[src/rtl/core/assert_macros.svh]
// Assertion macros shared by the debouncer RTL
`ifndef ASSERT_MACROS_SVH
`define ASSERT_MACROS_SVH

`ifndef SYNTHESIS

// Check a property on every clock edge outside reset
`define MKED_ASSERT(lbl, clk, rst, prop) \
   lbl: assert property (@(posedge clk) disable iff (rst) (prop)) \
      else $error("debouncer assertion failed");

// Check that a condition never holds outside reset
`define MKED_NEVER(lbl, clk, rst, cond) \
   lbl: assert property (@(posedge clk) disable iff (rst) !(cond)) \
      else $error("debouncer forbidden condition seen");

`else

`define MKED_ASSERT(lbl, clk, rst, prop)
`define MKED_NEVER(lbl, clk, rst, cond)

`endif

`endif

[src/rtl/core/mked_pkg.sv]
// Shared constants, types and functions of the multi-key debouncer
package mked_pkg;

   localparam int CHANNELS   = 5;
   localparam int COUNT_BITS = 10;
   localparam int CH_BITS    = (CHANNELS > 1) ? $clog2(CHANNELS) : 1;
   localparam int LATCH_CH   = 3;
   localparam int WAKE_CH    = 4;

   // configuration register map
   localparam int CSR_IDX_BITS  = 2;
   localparam int CSR_DATA_BITS = 10;
   localparam logic [CSR_IDX_BITS-1:0] CSR_SHORT_TIMEOUT  = 2'd0;
   localparam logic [CSR_IDX_BITS-1:0] CSR_LATCH_TIMEOUT  = 2'd1;
   localparam logic [CSR_IDX_BITS-1:0] CSR_CHANNEL_ENABLE = 2'd2;

   localparam logic [COUNT_BITS-1:0] SHORT_TIMEOUT_RST  = COUNT_BITS'(30);
   localparam logic [COUNT_BITS-1:0] LATCH_TIMEOUT_RST  = COUNT_BITS'(300);
   localparam logic [CHANNELS-1:0]   CHANNEL_ENABLE_RST = CHANNELS'(15);

   // event queue between the lanes and the output serialiser
   localparam int FIFO_DEPTH    = 4;
   localparam int FIFO_PTR_BITS = $clog2(FIFO_DEPTH);
   localparam int FIFO_CNT_BITS = $clog2(FIFO_DEPTH + 1);

   typedef struct packed {
      logic [COUNT_BITS-1:0] timeout;
      logic                  enable;
      logic                  fall_only;
   } lane_cfg_type;

   typedef struct packed {
      logic fire;
      logic released;
   } lane_evt_type;

   typedef struct packed {
      logic [CHANNELS-1:0] fire;
      logic [CHANNELS-1:0] released;
   } tick_evt_type;

   // index of the lowest set bit, zero when none is set
   function automatic logic [CH_BITS-1:0] lowest_index(input logic [CHANNELS-1:0] mask);
      logic [CH_BITS-1:0] idx;
      idx = '0;
      for (int i = CHANNELS - 1; i >= 0; i--) begin
         if (mask[i]) begin
            idx = CH_BITS'(i);
         end
      end
      return idx;
   endfunction

endpackage

[src/rtl/core/mked_lane.sv]
// One debounce lane: edge detect, settling countdown and expiry check
`include "assert_macros.svh"

module mked_lane
   import mked_pkg::*;
(
   input  logic         clock,
   input  logic         reset,
   input  logic         accept,
   input  logic         pin,
   input  lane_cfg_type cfg,
   output lane_evt_type evt
);

   logic                  armed_ff, armed_in;
   logic                  sampled_ff, sampled_in;
   logic                  prev_ff, prev_in;
   logic [COUNT_BITS-1:0] count_ff, count_in;
   logic                  expire;
   logic                  edge_hit;

   // expiry uses the armed bit from the start of the tick
   assign expire   = accept && !armed_ff && (count_ff <= COUNT_BITS'(1));
   assign edge_hit = accept && armed_ff && cfg.enable && (pin != prev_ff)
                     && !(cfg.fall_only && pin);

   assign evt.fire     = expire && (pin == sampled_ff);
   assign evt.released = pin;

   // advance countdown, re-arm at expiry, restart on a new edge
   always_comb begin
      armed_in   = armed_ff;
      sampled_in = sampled_ff;
      prev_in    = prev_ff;
      count_in   = count_ff;
      if (accept) begin
         prev_in = pin;
         if (!armed_ff) begin
            if (count_ff <= COUNT_BITS'(1)) begin
               count_in = '0;
               armed_in = 1'b1;
            end else begin
               count_in = count_ff - COUNT_BITS'(1);
            end
         end
         if (edge_hit) begin
            armed_in   = 1'b0;
            sampled_in = pin;
            count_in   = cfg.timeout;
         end
      end
   end

   always_ff @(posedge clock) begin
      if (reset) begin
         armed_ff   <= 1'b1;
         sampled_ff <= 1'b1;
         prev_ff    <= 1'b1;
         count_ff   <= '0;
      end else begin
         armed_ff   <= armed_in;
         sampled_ff <= sampled_in;
         prev_ff    <= prev_in;
         count_ff   <= count_in;
      end
   end

   `MKED_ASSERT(a_armed_idle, clock, reset, armed_ff |-> (count_ff == '0))
   `MKED_ASSERT(a_fire_disarmed, clock, reset, evt.fire |-> !armed_ff)
   `MKED_ASSERT(a_count_runs, clock, reset,
                (accept && !armed_ff && (count_ff > COUNT_BITS'(1))) |=> !armed_ff)

endmodule

[src/rtl/core/mked_merge.sv]
// Event queue and serialiser: one result beat per cycle while rsp_stall is low, lowest channel first
`include "assert_macros.svh"

module mked_merge
   import mked_pkg::*;
(
   input  logic               clock,
   input  logic               reset,
   input  logic               in_accept,
   input  tick_evt_type       tick_evt,
   output logic               req_stall,
   output logic               rsp_valid,
   input  logic               rsp_stall,
   output logic [CH_BITS-1:0] rsp_channel,
   output logic               rsp_released,
   output logic               rsp_last_event
);

   tick_evt_type             fifo_ff [FIFO_DEPTH];
   logic [FIFO_PTR_BITS-1:0] wr_ptr_ff, wr_ptr_in;
   logic [FIFO_PTR_BITS-1:0] rd_ptr_ff, rd_ptr_in;
   logic [FIFO_CNT_BITS-1:0] count_ff, count_in;
   logic [CHANNELS-1:0]      cur_mask_ff, cur_mask_in;
   logic [CHANNELS-1:0]      cur_rel_ff, cur_rel_in;
   logic [CHANNELS-1:0]      low_bit;
   logic [CHANNELS-1:0]      rest;
   logic                     push, pop, out_take, need_load;

   // queue only ticks that produced events
   assign req_stall = (count_ff == FIFO_CNT_BITS'(FIFO_DEPTH));
   assign push      = in_accept && (|tick_evt.fire);

   // serialise the current tick's event mask
   assign low_bit   = cur_mask_ff & (~cur_mask_ff + CHANNELS'(1));
   assign rest      = cur_mask_ff & ~low_bit;
   assign rsp_valid = |cur_mask_ff;
   assign out_take  = rsp_valid && !rsp_stall;
   assign need_load = !rsp_valid || (out_take && (rest == '0));
   assign pop       = need_load && (count_ff != '0);

   assign rsp_channel    = lowest_index(cur_mask_ff);
   assign rsp_released   = |(low_bit & cur_rel_ff);
   assign rsp_last_event = (rest == '0);

   always_comb begin
      wr_ptr_in   = push ? wr_ptr_ff + FIFO_PTR_BITS'(1) : wr_ptr_ff;
      rd_ptr_in   = pop ? rd_ptr_ff + FIFO_PTR_BITS'(1) : rd_ptr_ff;
      count_in    = count_ff + FIFO_CNT_BITS'(push) - FIFO_CNT_BITS'(pop);
      cur_mask_in = out_take ? rest : cur_mask_ff;
      cur_rel_in  = cur_rel_ff;
      if (pop) begin
         cur_mask_in = fifo_ff[rd_ptr_ff].fire;
         cur_rel_in  = fifo_ff[rd_ptr_ff].released;
      end
   end

   // hold queue entries
   always_ff @(posedge clock) begin
      if (push) begin
         fifo_ff[wr_ptr_ff] <= tick_evt;
      end
   end

   always_ff @(posedge clock) begin
      cur_rel_ff <= cur_rel_in;
      if (reset) begin
         wr_ptr_ff   <= '0;
         rd_ptr_ff   <= '0;
         count_ff    <= '0;
         cur_mask_ff <= '0;
      end else begin
         wr_ptr_ff   <= wr_ptr_in;
         rd_ptr_ff   <= rd_ptr_in;
         count_ff    <= count_in;
         cur_mask_ff <= cur_mask_in;
      end
   end

   `MKED_ASSERT(a_count_bound, clock, reset, count_ff <= FIFO_CNT_BITS'(FIFO_DEPTH))
   `MKED_NEVER(a_push_full, clock, reset, push && req_stall)
   `MKED_ASSERT(a_tick_continues, clock, reset,
                (out_take && !rsp_last_event) |=> rsp_valid)

endmodule

[src/rtl/core/multi_key_edge_debouncer_unit.sv]
// Top level of the multi-key edge debouncer: registers, lanes and merge
// An accepted tick with events is written into the event queue and then loaded into
// the current-mask register, whose nonzero mask raises rsp_valid.
// Throughput: one tick per cycle; each event takes one output beat, and a
// four-entry event queue stalls the input when the result side falls behind.
// Reset (synchronous, active high) arms all keys, sets levels released, clears
// countdowns and loads timeouts 30 and 300 with the wakeup key disabled.
`include "assert_macros.svh"

module multi_key_edge_debouncer_unit
   import mked_pkg::*;
(
   input  logic                     clock,
   input  logic                     reset,
   input  logic                     req_valid,
   output logic                     req_stall,
   input  logic [CHANNELS-1:0]      req_pin_levels,
   output logic                     rsp_valid,
   input  logic                     rsp_stall,
   output logic [CH_BITS-1:0]       rsp_channel,
   output logic                     rsp_released,
   output logic                     rsp_last_event,
   input  logic                     csr_valid,
   output logic                     csr_ready,
   input  logic [CSR_IDX_BITS-1:0]  csr_index,
   input  logic [CSR_DATA_BITS-1:0] csr_data
);

   logic [COUNT_BITS-1:0] short_ff;
   logic [COUNT_BITS-1:0] latch_ff;
   logic [CHANNELS-1:0]   enable_ff;
   logic                  in_accept;
   logic                  csr_write;
   tick_evt_type          tick_evt;

   assign csr_ready = 1'b1;
   assign csr_write = csr_valid && csr_ready;
   assign in_accept = req_valid && !req_stall;

   // configuration registers
   always_ff @(posedge clock) begin
      if (reset) begin
         short_ff  <= SHORT_TIMEOUT_RST;
         latch_ff  <= LATCH_TIMEOUT_RST;
         enable_ff <= CHANNEL_ENABLE_RST;
      end else if (csr_write) begin
         case (csr_index)
            CSR_SHORT_TIMEOUT:  short_ff  <= csr_data[COUNT_BITS-1:0];
            CSR_LATCH_TIMEOUT:  latch_ff  <= csr_data[COUNT_BITS-1:0];
            CSR_CHANNEL_ENABLE: enable_ff <= csr_data[CHANNELS-1:0];
            default: ;
         endcase
      end
   end

   // one lane per key
   for (genvar c = 0; c < CHANNELS; c++) begin : g_lane
      lane_cfg_type cfg;
      lane_evt_type evt;

      assign cfg.timeout   = (c == LATCH_CH) ? latch_ff : short_ff;
      assign cfg.enable    = enable_ff[c];
      assign cfg.fall_only = (c == WAKE_CH);

      mked_lane u_lane (
         .clock  (clock),
         .reset  (reset),
         .accept (in_accept),
         .pin    (req_pin_levels[c]),
         .cfg    (cfg),
         .evt    (evt)
      );

      assign tick_evt.fire[c]     = evt.fire;
      assign tick_evt.released[c] = evt.released;
   end

   mked_merge u_merge (
      .clock          (clock),
      .reset          (reset),
      .in_accept      (in_accept),
      .tick_evt       (tick_evt),
      .req_stall      (req_stall),
      .rsp_valid      (rsp_valid),
      .rsp_stall      (rsp_stall),
      .rsp_channel    (rsp_channel),
      .rsp_released   (rsp_released),
      .rsp_last_event (rsp_last_event)
   );

   `MKED_ASSERT(a_channel_range, clock, reset,
                rsp_valid |-> (rsp_channel < CH_BITS'(CHANNELS)))
   `MKED_ASSERT(a_wake_no_release, clock, reset,
                (rsp_valid && (rsp_channel == CH_BITS'(WAKE_CH))) |-> !rsp_released)
   `MKED_ASSERT(a_csr_hold, clock, reset,
                !$past(csr_write) |-> $stable(enable_ff))

endmodule
[config.mk]
export PLATFORM = sky130hd
export DESIGN_NAME = multi_key_edge_debouncer_unit
export DESIGN_NICKNAME = d
export VERILOG_FILES = /design/src/rtl/core/mked_pkg.sv /design/src/rtl/core/mked_lane.sv /design/src/rtl/core/mked_merge.sv /design/src/rtl/core/multi_key_edge_debouncer_unit.sv
export VERILOG_INCLUDE_DIRS = /design/src /design/src/rtl/core
export SDC_FILE = /design/constraint.sdc
export NUM_CORES = 1
export LEC_CHECK = 0
export BUFFER_PORTS_ARGS = -buffer_cell sky130_fd_sc_hd__buf_2
export CELL_PAD_IN_SITES_DETAIL_PLACEMENT = 2
export CELL_PAD_IN_SITES_GLOBAL_PLACEMENT = 2
export CORE_MARGIN = 5
export CORE_UTILIZATION = 36
export DETAILED_ROUTE_END_ITERATION = 8
export GPL_TIMING_DRIVEN = 0
export PLACE_DENSITY = 0.81
export SETUP_SLACK_MARGIN = 0.2
export SYNTH_ARGS = -nofsm -noshare
export SYNTH_HDL_FRONTEND = slang
export SYNTH_SLANG_ARGS = --single-unit
export TNS_END_PERCENT = 1
[constraint.sdc]
create_clock -name clock -period 3.1 [get_ports clock]
set_input_delay 0.62 -clock clock [delete_from_list [all_inputs] [get_ports clock]]
set_output_delay 0.62 -clock clock [all_outputs]
set_load 0.1 [all_outputs]
==> summary.md, run 1 <==
| Metric | Value |
|---|---|
| Layout Cells excl Fill | 1070 |
| Fmax | 0.341 GHz |
| Detailed Place HPWL | 16900 µm |
| Wirelength, routed | 24400 µm |
| Synthesized area | 0.00716 mm² |
| Antenna violations before repair | 0 |
| Hold_buf cts | 0 |
| GRT overflow | 0 |
| Largest net degree at the start of global routing | 17 |
| Synth Net Count | 778 |
| # clock sinks | 149 |
| CP Cell Sequence | or3_4 > nor4_4 > a32o_1 > nor3_4 > nor2b_1 |
| RSZ-0062 raised after global routing | true |
| Initial Util | 0.366 |
| Final WS setup | 0.166 ns |
| Antenna-violating nets left | 0 |
| Top cell type's share of synthesized area | 0.291 |
| CTS tree | built |
| HP Class | input pin to flip-flop |
| Slew Viols, Final | 0 |
| Ports | 30 |
| Worst setup path class | flip-flop to flip-flop |
| Delay of the slowest cell on the worst path | 0.76 ns |
| Yosys reg bits | 149 |
| Endpoints failing hold | 0 |
| Setup violations, final | 0 |
| EDFF count, synth | 45 |
| Register area share after synthesis | 0.480 |
| Data arrival, critical path | 2.98 ns |
| Initial DRC Count | 379 |
| Worst path bufs/invs | 0 |
| Die area | 0.0228 mm² |
| Max VDD drop | 0.000448 V |
| WHS | 0.442 ns |
| Max Buffers Root-to-Sink | 2 |
| Status | completed |
| # port buffers | 27 |
| Vert. Die Dim | 151 µm |
| Ys flop type | dfxtp_1 |
| Pleak | 3.08 nW |
| DR pass1 iterations | 5 |
| Nets@finish | 832 |
| Average wire per standard cell | 22.8 µm |
| Pwr per Cell Area | 859 mW/mm² |
| FFs w/ async S/R, synth | 0 |
| Number of antenna diodes | 0 |
| Vias/cell | 5.70 |
| Post-synth top cells | dfxtp_1, nand2_1, nor2_1, a21oi_1, edfxtp_1 |
| Area contributors post-synth | dfxtp_1, edfxtp_1, nand2_1, nor2_1, a21oi_1 |
| Final total power | 7.17 mW |
| MaxCap Viol Count | 0 |
| Syn_area_per_cell | 9.68 µm² |
| Largest area contributor in the netlist | dfxtp_1 |
| Total Routing Usage GR | 0.220 |
| Crit path max-delay cell type | nor2b_1 |
| Period utilisation layout | 0.947 |
| Core box area | 0.0195 mm² |
| Fillcell total | 2124 |
| Routed vias | 6099 |
| Crit-path max FO | 10 |
| Worst Clk Skew | 0.00990 ns |
| Worst setup SP type | flip-flop |
| Core Rows | 51 |
| Clk root buf | clkbuf_16 |
| Synth cell types | 73 |
| Clock transition at the registers of the reported paths | 0.06 ns |
| Vias in the first global route | 6868 |
| DRC Markers | 0 |
| Placed cells | 1031 |
| Yosys Warn Count | 0 |
| Pre-CTS setup slack | -0.288 ns |
| Area Growth Syn to Fin | 16.7% |
| CP Capture Type | flip-flop |
| Top-count cell post-synth | dfxtp_1 |
| Fraction of layout cells with a size suffix above 1 | 0.154 |
| Critical path's top delay family | simple AND/OR/NAND/NOR gates |
| TritonCTS Buffers | 17 |
| Crit path time final | 2.93 ns |
| Clock latency at the later pin of the worst-skew pair | 0.43 ns |
| Post-Syn Instances | 739 |
| First-pass GRT wire length | 38300 µm |
| Rel. slew slack | 0.345 |
| GP Congestion | 0.850 |
| Data required, critical path | 3.15 ns |
| Die width | 151 µm |
| H-tree depth | 4 |
| Worst-Margin Slew | 0.981 ns |
[cells by family (layout without fill, tap and decap cells)]
family / count (synthesis) / count (layout) / share of synthesized area
AOI/OAI and AO/OA: 161 / 161 / 0.154
xor gates and xnor gates: 33 / 33 / 0.0404
adders and majority gates: 18 / 18 / 0.0322
buffers and inverters: 78 / 144 / 0.0430
DFF: 149 / 149 / 0.480
muxes: 28 / 28 / 0.0572
other: 1 / 1 / 0.000524
and+or+nand+nor: 271 / 271 / 0.193
[path summary, 6_finish.rpt]
| kind | slack, ns | to | start | cells past startpoint |
|---|---|---|---|---|
| worst max-delay path | 0.17 | u_merge.fifo_ff[3][0] | g_lane[4].u_lane.count_ff[5] | 5 |
| worst min register to register | 0.47 | g_lane[3].u_lane.count_ff[5] | latch_ff[5] | 2 |
| worst max register to register | 0.17 | u_merge.fifo_ff[3][0] | g_lane[4].u_lane.count_ff[5] | 5 |
| worst min-delay path | 0.44 | latch_ff[8] | csr_data[8] | 3 |
[power breakdown]
group	leakage (nW)	internal, mW	switching, mW
logic	1.53	0.911	1.71
clock network	0.276	1.25	0.829
registers	1.27	2.27	0.203
[layout make-up]
| cell class | instances | area (µm²) | share of cell area |
|---|---|---|---|
| tap | 265 | 332 | 0.0397 |
| buffer | 41 | 181 | 0.0217 |
| sequential | 149 | 3440 | 0.412 |
| inverter | 37 | 143 | 0.0171 |
| multi-input combinational | 512 | 3470 | 0.416 |
| clock inverter | 14 | 161 | 0.0193 |
| timing repair buffer | 35 | 198 | 0.0237 |
| clock buffer | 17 | 425 | 0.0510 |
[layer usage]
layer	vias to the layer above	GRT usage	part of all wire	routed length [µm]
met2	108	0.396	0.52	12600
met3	57	0.0386	0.032	789
met4	0	0.0911	0.031	759
li1	2803	-	-	-
met5	-	0	0	0
met1	3131	0.258	0.42	10200
[metrics by stage]
step	util	instance area, µm²	setup TNS, ns
floorplan	-	7160	-0.0297
global placement	0.391	7630	-0.153
detailed placement	0.391	7630	-2.03
CTS	0.421	8230	-1.27
global route	0.428	8350	0
finish	0.428	8350	0
[cells in the final DEF, fill, tap and decap left out, types with 6 or more instances in the layout]
master     count
mux2i_1       15
clkbuf_1      27
xnor2_1       22
nand3b_1      10
and2_1         8
a32oi_1        9
nor3_2         6
a222oi_1      15
nor3_1        22
a22oi_1       10
o21ai_0       30
nor2_1        69
clkbuf_16     17
xor2_1        11
edfxtp_1      45
ha_1          16
buf_2         31
dfxtp_1      102
nor4_1        11
nand2_1       79
inv_1         34
mux4_2        10
nand3_1       16
a21oi_1       47
buf_4         12
[sequential cells by signal (all words and copies together), names as in the netlist, named ones only]
signal                    count
g_lane.u_lane.count_ff       50
enable_ff                     5
u_merge.rd_ptr_ff             2
u_merge.cur_rel_ff            5
g_lane.u_lane.sampled_ff      5
g_lane.u_lane.prev_ff         5
u_merge.cur_mask_ff           5
u_merge.wr_ptr_ff             2
short_ff                     10
u_merge.count_ff              3
latch_ff                     10
g_lane.u_lane.armed_ff        5
u_merge.fifo_ff              40
[tightest hold or removal path: cells and delay by family]
kind	cells	cell delay [ns]
buf+inv	1	0.10
simple gates	2	0.12
[repair_timing]
action	CTS	global route
gates cloned	0	0
endpoints found under the setup margin	43	44
setup buffers	0	8
pin swaps	0	5
gates resized for setup	4	24
(Power assumes the default switching activity.)
==> run 2, diff against run 1 <==
--- a/config.mk
+++ b/config.mk
@@ -9,6 +9,7 @@
 export BUFFER_PORTS_ARGS = -buffer_cell sky130_fd_sc_hd__buf_2
 export CELL_PAD_IN_SITES_DETAIL_PLACEMENT = 2
 export CELL_PAD_IN_SITES_GLOBAL_PLACEMENT = 2
+export CORE_ASPECT_RATIO = 2
 export CORE_MARGIN = 5
 export CORE_UTILIZATION = 36
 export DETAILED_ROUTE_END_ITERATION = 8
==> run 2 against run 1 <==
Register-to-register slack hardly changed. Cell count up 0.28%. Sequential power barely moved. Worst setup slack got worse by 0.0092 ns. Core utilization increased by 0.21 points.
==> summary.md, run 2 (synthesized netlist as in run 1, its figures left out) <==
| Metric | Value |
|---|---|
| Status | completed (unchanged) |
| Fmax | 0.340 GHz (was 0.341 GHz) |
| Max VDD drop | 0.000709 V (was 0.000448 V) |
| Average wire per standard cell | 25.3 µm (was 22.8 µm) |
| Core Util, Final | 0.430 (was 0.428) |
| Antenna violations before repair | 0 (unchanged) |
| H-tree depth | 4 (unchanged) |
| Hold_buf cts | 0 (unchanged) |
| Slew Viols, Final | 0 (unchanged) |
| WP depth | 14 (was 5) |
| Vert. Die Dim | 209 µm (was 151 µm) |
| Nets@finish | 837 (was 832) |
| CP Cell Sequence | inv_1 > ha_2 > o21bai_2 > nor4_4 > buf_4 > a32o_2 > nor3_4 > inv_2 > ha_4 > inv_2 > fa_2 > xor2_1 > xnor2_1 > nor2_1 (was or3_4 > nor4_4 > a32o_1 > nor3_4 > nor2b_1) |
| Worst Clk Skew | 0.0130 ns (was 0.00990 ns) |
| Worst-Margin Slew | 1.04 ns (was 0.981 ns) |
| First-pass GRT wire length | 40800 µm (was 38300 µm) |
| Clk root buf | clkbuf_16 (unchanged) |
| Pleak | 3.12 nW (was 3.08 nW) |
| Detailed Place HPWL | 19000 µm (was 16900 µm) |
| Delay of the slowest cell on the worst path | 0.40 ns (was 0.76 ns) |
| CP Capture Type | flip-flop (unchanged) |
| Reg2Reg Depth | 14 (was 5) |
| Critical Path Most Common Cell | inv_2 |
| Part of the power in combinational logic | 0.391 (was 0.365) |
| Critical path's top delay family | adder cells (was simple AND/OR/NAND/NOR gates) |
| DR pass1 iterations | 6 (was 5) |
| RSZ-0062 raised after global routing | true (unchanged) |
| Number of antenna diodes | 0 (unchanged) |
| Vias/cell | 5.81 (was 5.70) |
| Worst Hold Depth | 3 (unchanged) |
| Die area | 0.0230 mm² (was 0.0228 mm²) |
| Core Rows | 73 (was 51) |
| Initial DRC Count | 295 (was 379) |
| Largest net degree at the start of global routing | 17 (unchanged) |
| # port buffers | 27 (unchanged) |
| Initial Util | 0.363 (was 0.366) |
| TritonCTS Buffers | 17 (unchanged) |
| Data required, critical path | 3.38 ns (was 3.15 ns) |
| Clock transition at the registers of the reported paths | 0.06 ns (about the same) |
| Vias in the first global route | 7178 (was 6868) |
| WHS | 0.426 ns (was 0.442 ns) |
| Period utilisation layout | 0.950 (was 0.947) |
| Endpoints failing hold | 0 (unchanged) |
| Clk network pwr share | 0.272 (was 0.290) |
| Worst setup path class | flip-flop to flip-flop (unchanged) |
| Worst setup SP type | flip-flop (unchanged) |
| GRT overflow | 0 (unchanged) |
| Biggest register | g_lane.u_lane.count_ff (unchanged) |
| Largest registers | g_lane.u_lane.count_ff: 50 flops, u_merge.fifo_ff: 40 flops (unchanged) |
| Fillcell total | 2129 (was 2124) |
| Sequential Power Share | 0.338 (was 0.344) |
| Footprint of the multi-input gates | 0.00357 mm² (was 0.00347 mm²) |
| Max FFs per register | 50 (unchanged) |
| Crit path max-delay cell type | dfxtp_2 (was nor2b_1) |
| Switching Share | 0.407 (was 0.382) |
| Rel. slew slack | 0.306 (was 0.345) |
| Data arrival, critical path | 3.22 ns (was 2.98 ns) |
| Wirelength, routed | 27200 µm (was 24400 µm) |
| Sw power | 3.02 mW (was 2.74 mW) |
| Routed vias | 6235 (was 6099) |
| Max Buffers Root-to-Sink | 2 (unchanged) |
| Clock latency at the later pin of the worst-skew pair | 0.44 ns (was 0.43 ns) |
| Fraction of layout cells with a size suffix above 1 | 0.191 (was 0.154) |
| Cell Int Power | 4.39 mW (was 4.43 mW) |
| Core box area | 0.0197 mm² (was 0.0195 mm²) |
| Commonest cells after routing, fill and taps aside | dfxtp_1, nand2_1, nor2_1 (unchanged) |
| Ports | 30 (unchanged) |
| Crit path time final | 2.94 ns (was 2.93 ns) |
| Die width | 110 µm (was 151 µm) |
| HP Class | input pin to flip-flop (unchanged) |
| Total Routing Usage GR | 0.240 (was 0.220) |
| Pwr per Cell Area | 874 mW/mm² (was 859 mW/mm²) |
| MaxCap Viol Count | 0 (unchanged) |
| Worst path bufs/invs | 4 (was 0) |
| CTS tree | built (unchanged) |
| Setup violations, final | 0 (unchanged) |
| Register area | 0.00344 mm² (about the same) |
| GP Congestion | 0.846 (was 0.850) |
| Antenna-violating nets left | 0 (unchanged) |
| DRC Markers | 0 (unchanged) |
| Leading cell type in the layout, fill and taps excluded | dfxtp_1 (unchanged) |
| Area Growth Syn to Fin | 18.5% (was 16.7%) |
| Crit-path max FO | 8 (was 10) |
| # clock sinks | 149 (unchanged) |
==> run 2: cell count changes in the layout (fill, tap and decap cells not counted), sizes merged <==
cell,delta
clkinv,+2
bufinv,-2
inv,+1
buf,+5
==> run 2: power by group through the flow <==
| stage | Sequential [mW] | Combinational, mW | Clock (mW) |
|---|---|---|---|
| 2_1_floorplan | 2.43 | 1.91 | 0 |
| 3_3_place_gp | 2.49 | 2.35 | 0 |
| 3_5_place_dp | 2.52 | 2.52 | 0 |
| 4_1_cts | 2.49 | 2.71 | 2.05 |
| 5_1_grt | 2.53 | 3.10 | 2.13 |
| 6_report | 2.50 | 2.89 | 2.01 |
==> run 2: layout make-up <==
type | instances | share of cell area
inverter | 37 | 0.0176
tap | 262 | 0.0387
clock inverter | 15 | 0.0152
buffer | 41 | 0.0230
clock buffer | 17 | 0.0502
timing repair buffer | 40 | 0.0277
multi-input combinational | 512 | 0.421
sequential | 149 | 0.406
==> run 2: through the flow <==
step / TNS (ns) / power, mW / std cells / setup WS [ns] / cell area (µm²)
2_1_floorplan: -0.0297 / 4.34 / 739 / -0.0297 / 7160
3_3_place_gp: -0.276 / 4.84 / 1028 / -0.239 / 7630
3_5_place_dp: -4.75 / 5.04 / 1028 / -0.345 / 7630
4_1_cts: -0.103 / 7.25 / 1064 / -0.0137 / 8300
5_1_grt: 0 / 7.75 / 1073 / 0.0862 / 8480
6_report: 0 / 7.41 / 1073 / 0.156 / 8480
==> run 2: worst min-delay path, delay by kind of cell <==
family | cells | cell delay (ns)
buffers and inverters | 1 | 0.09
and+or+nand+nor | 2 | 0.11
==> run 2: what timing repair did <==
| item | 4_1_cts | 5_1_grt |
|---|---|---|
| pin swaps | 2 | 11 |
| buffers inserted | 4 | 9 |
| setup endpoints to repair | 44 | 25 |
| gates resized for setup | 23 | 39 |
==> run 2: path summary, 6_finish.rpt <==
kind                                              startpoint                            to  slack (ns)
worst max-delay path            g_lane[4].u_lane.count_ff[0]           u_merge.count_ff[2]        0.16
worst min-delay path                             csr_data[5]                   latch_ff[5]        0.43
worst max register to register  g_lane[4].u_lane.count_ff[0]           u_merge.count_ff[2]        0.16
worst min register to register                   latch_ff[5]  g_lane[3].u_lane.count_ff[5]        0.47
==> run 2: metal layers <==
metal	wire [µm]	global-route usage
met4	2290	0.170
met2	15200	0.457
met3	890	0.0412
met5	0	0
met1	8820	0.216
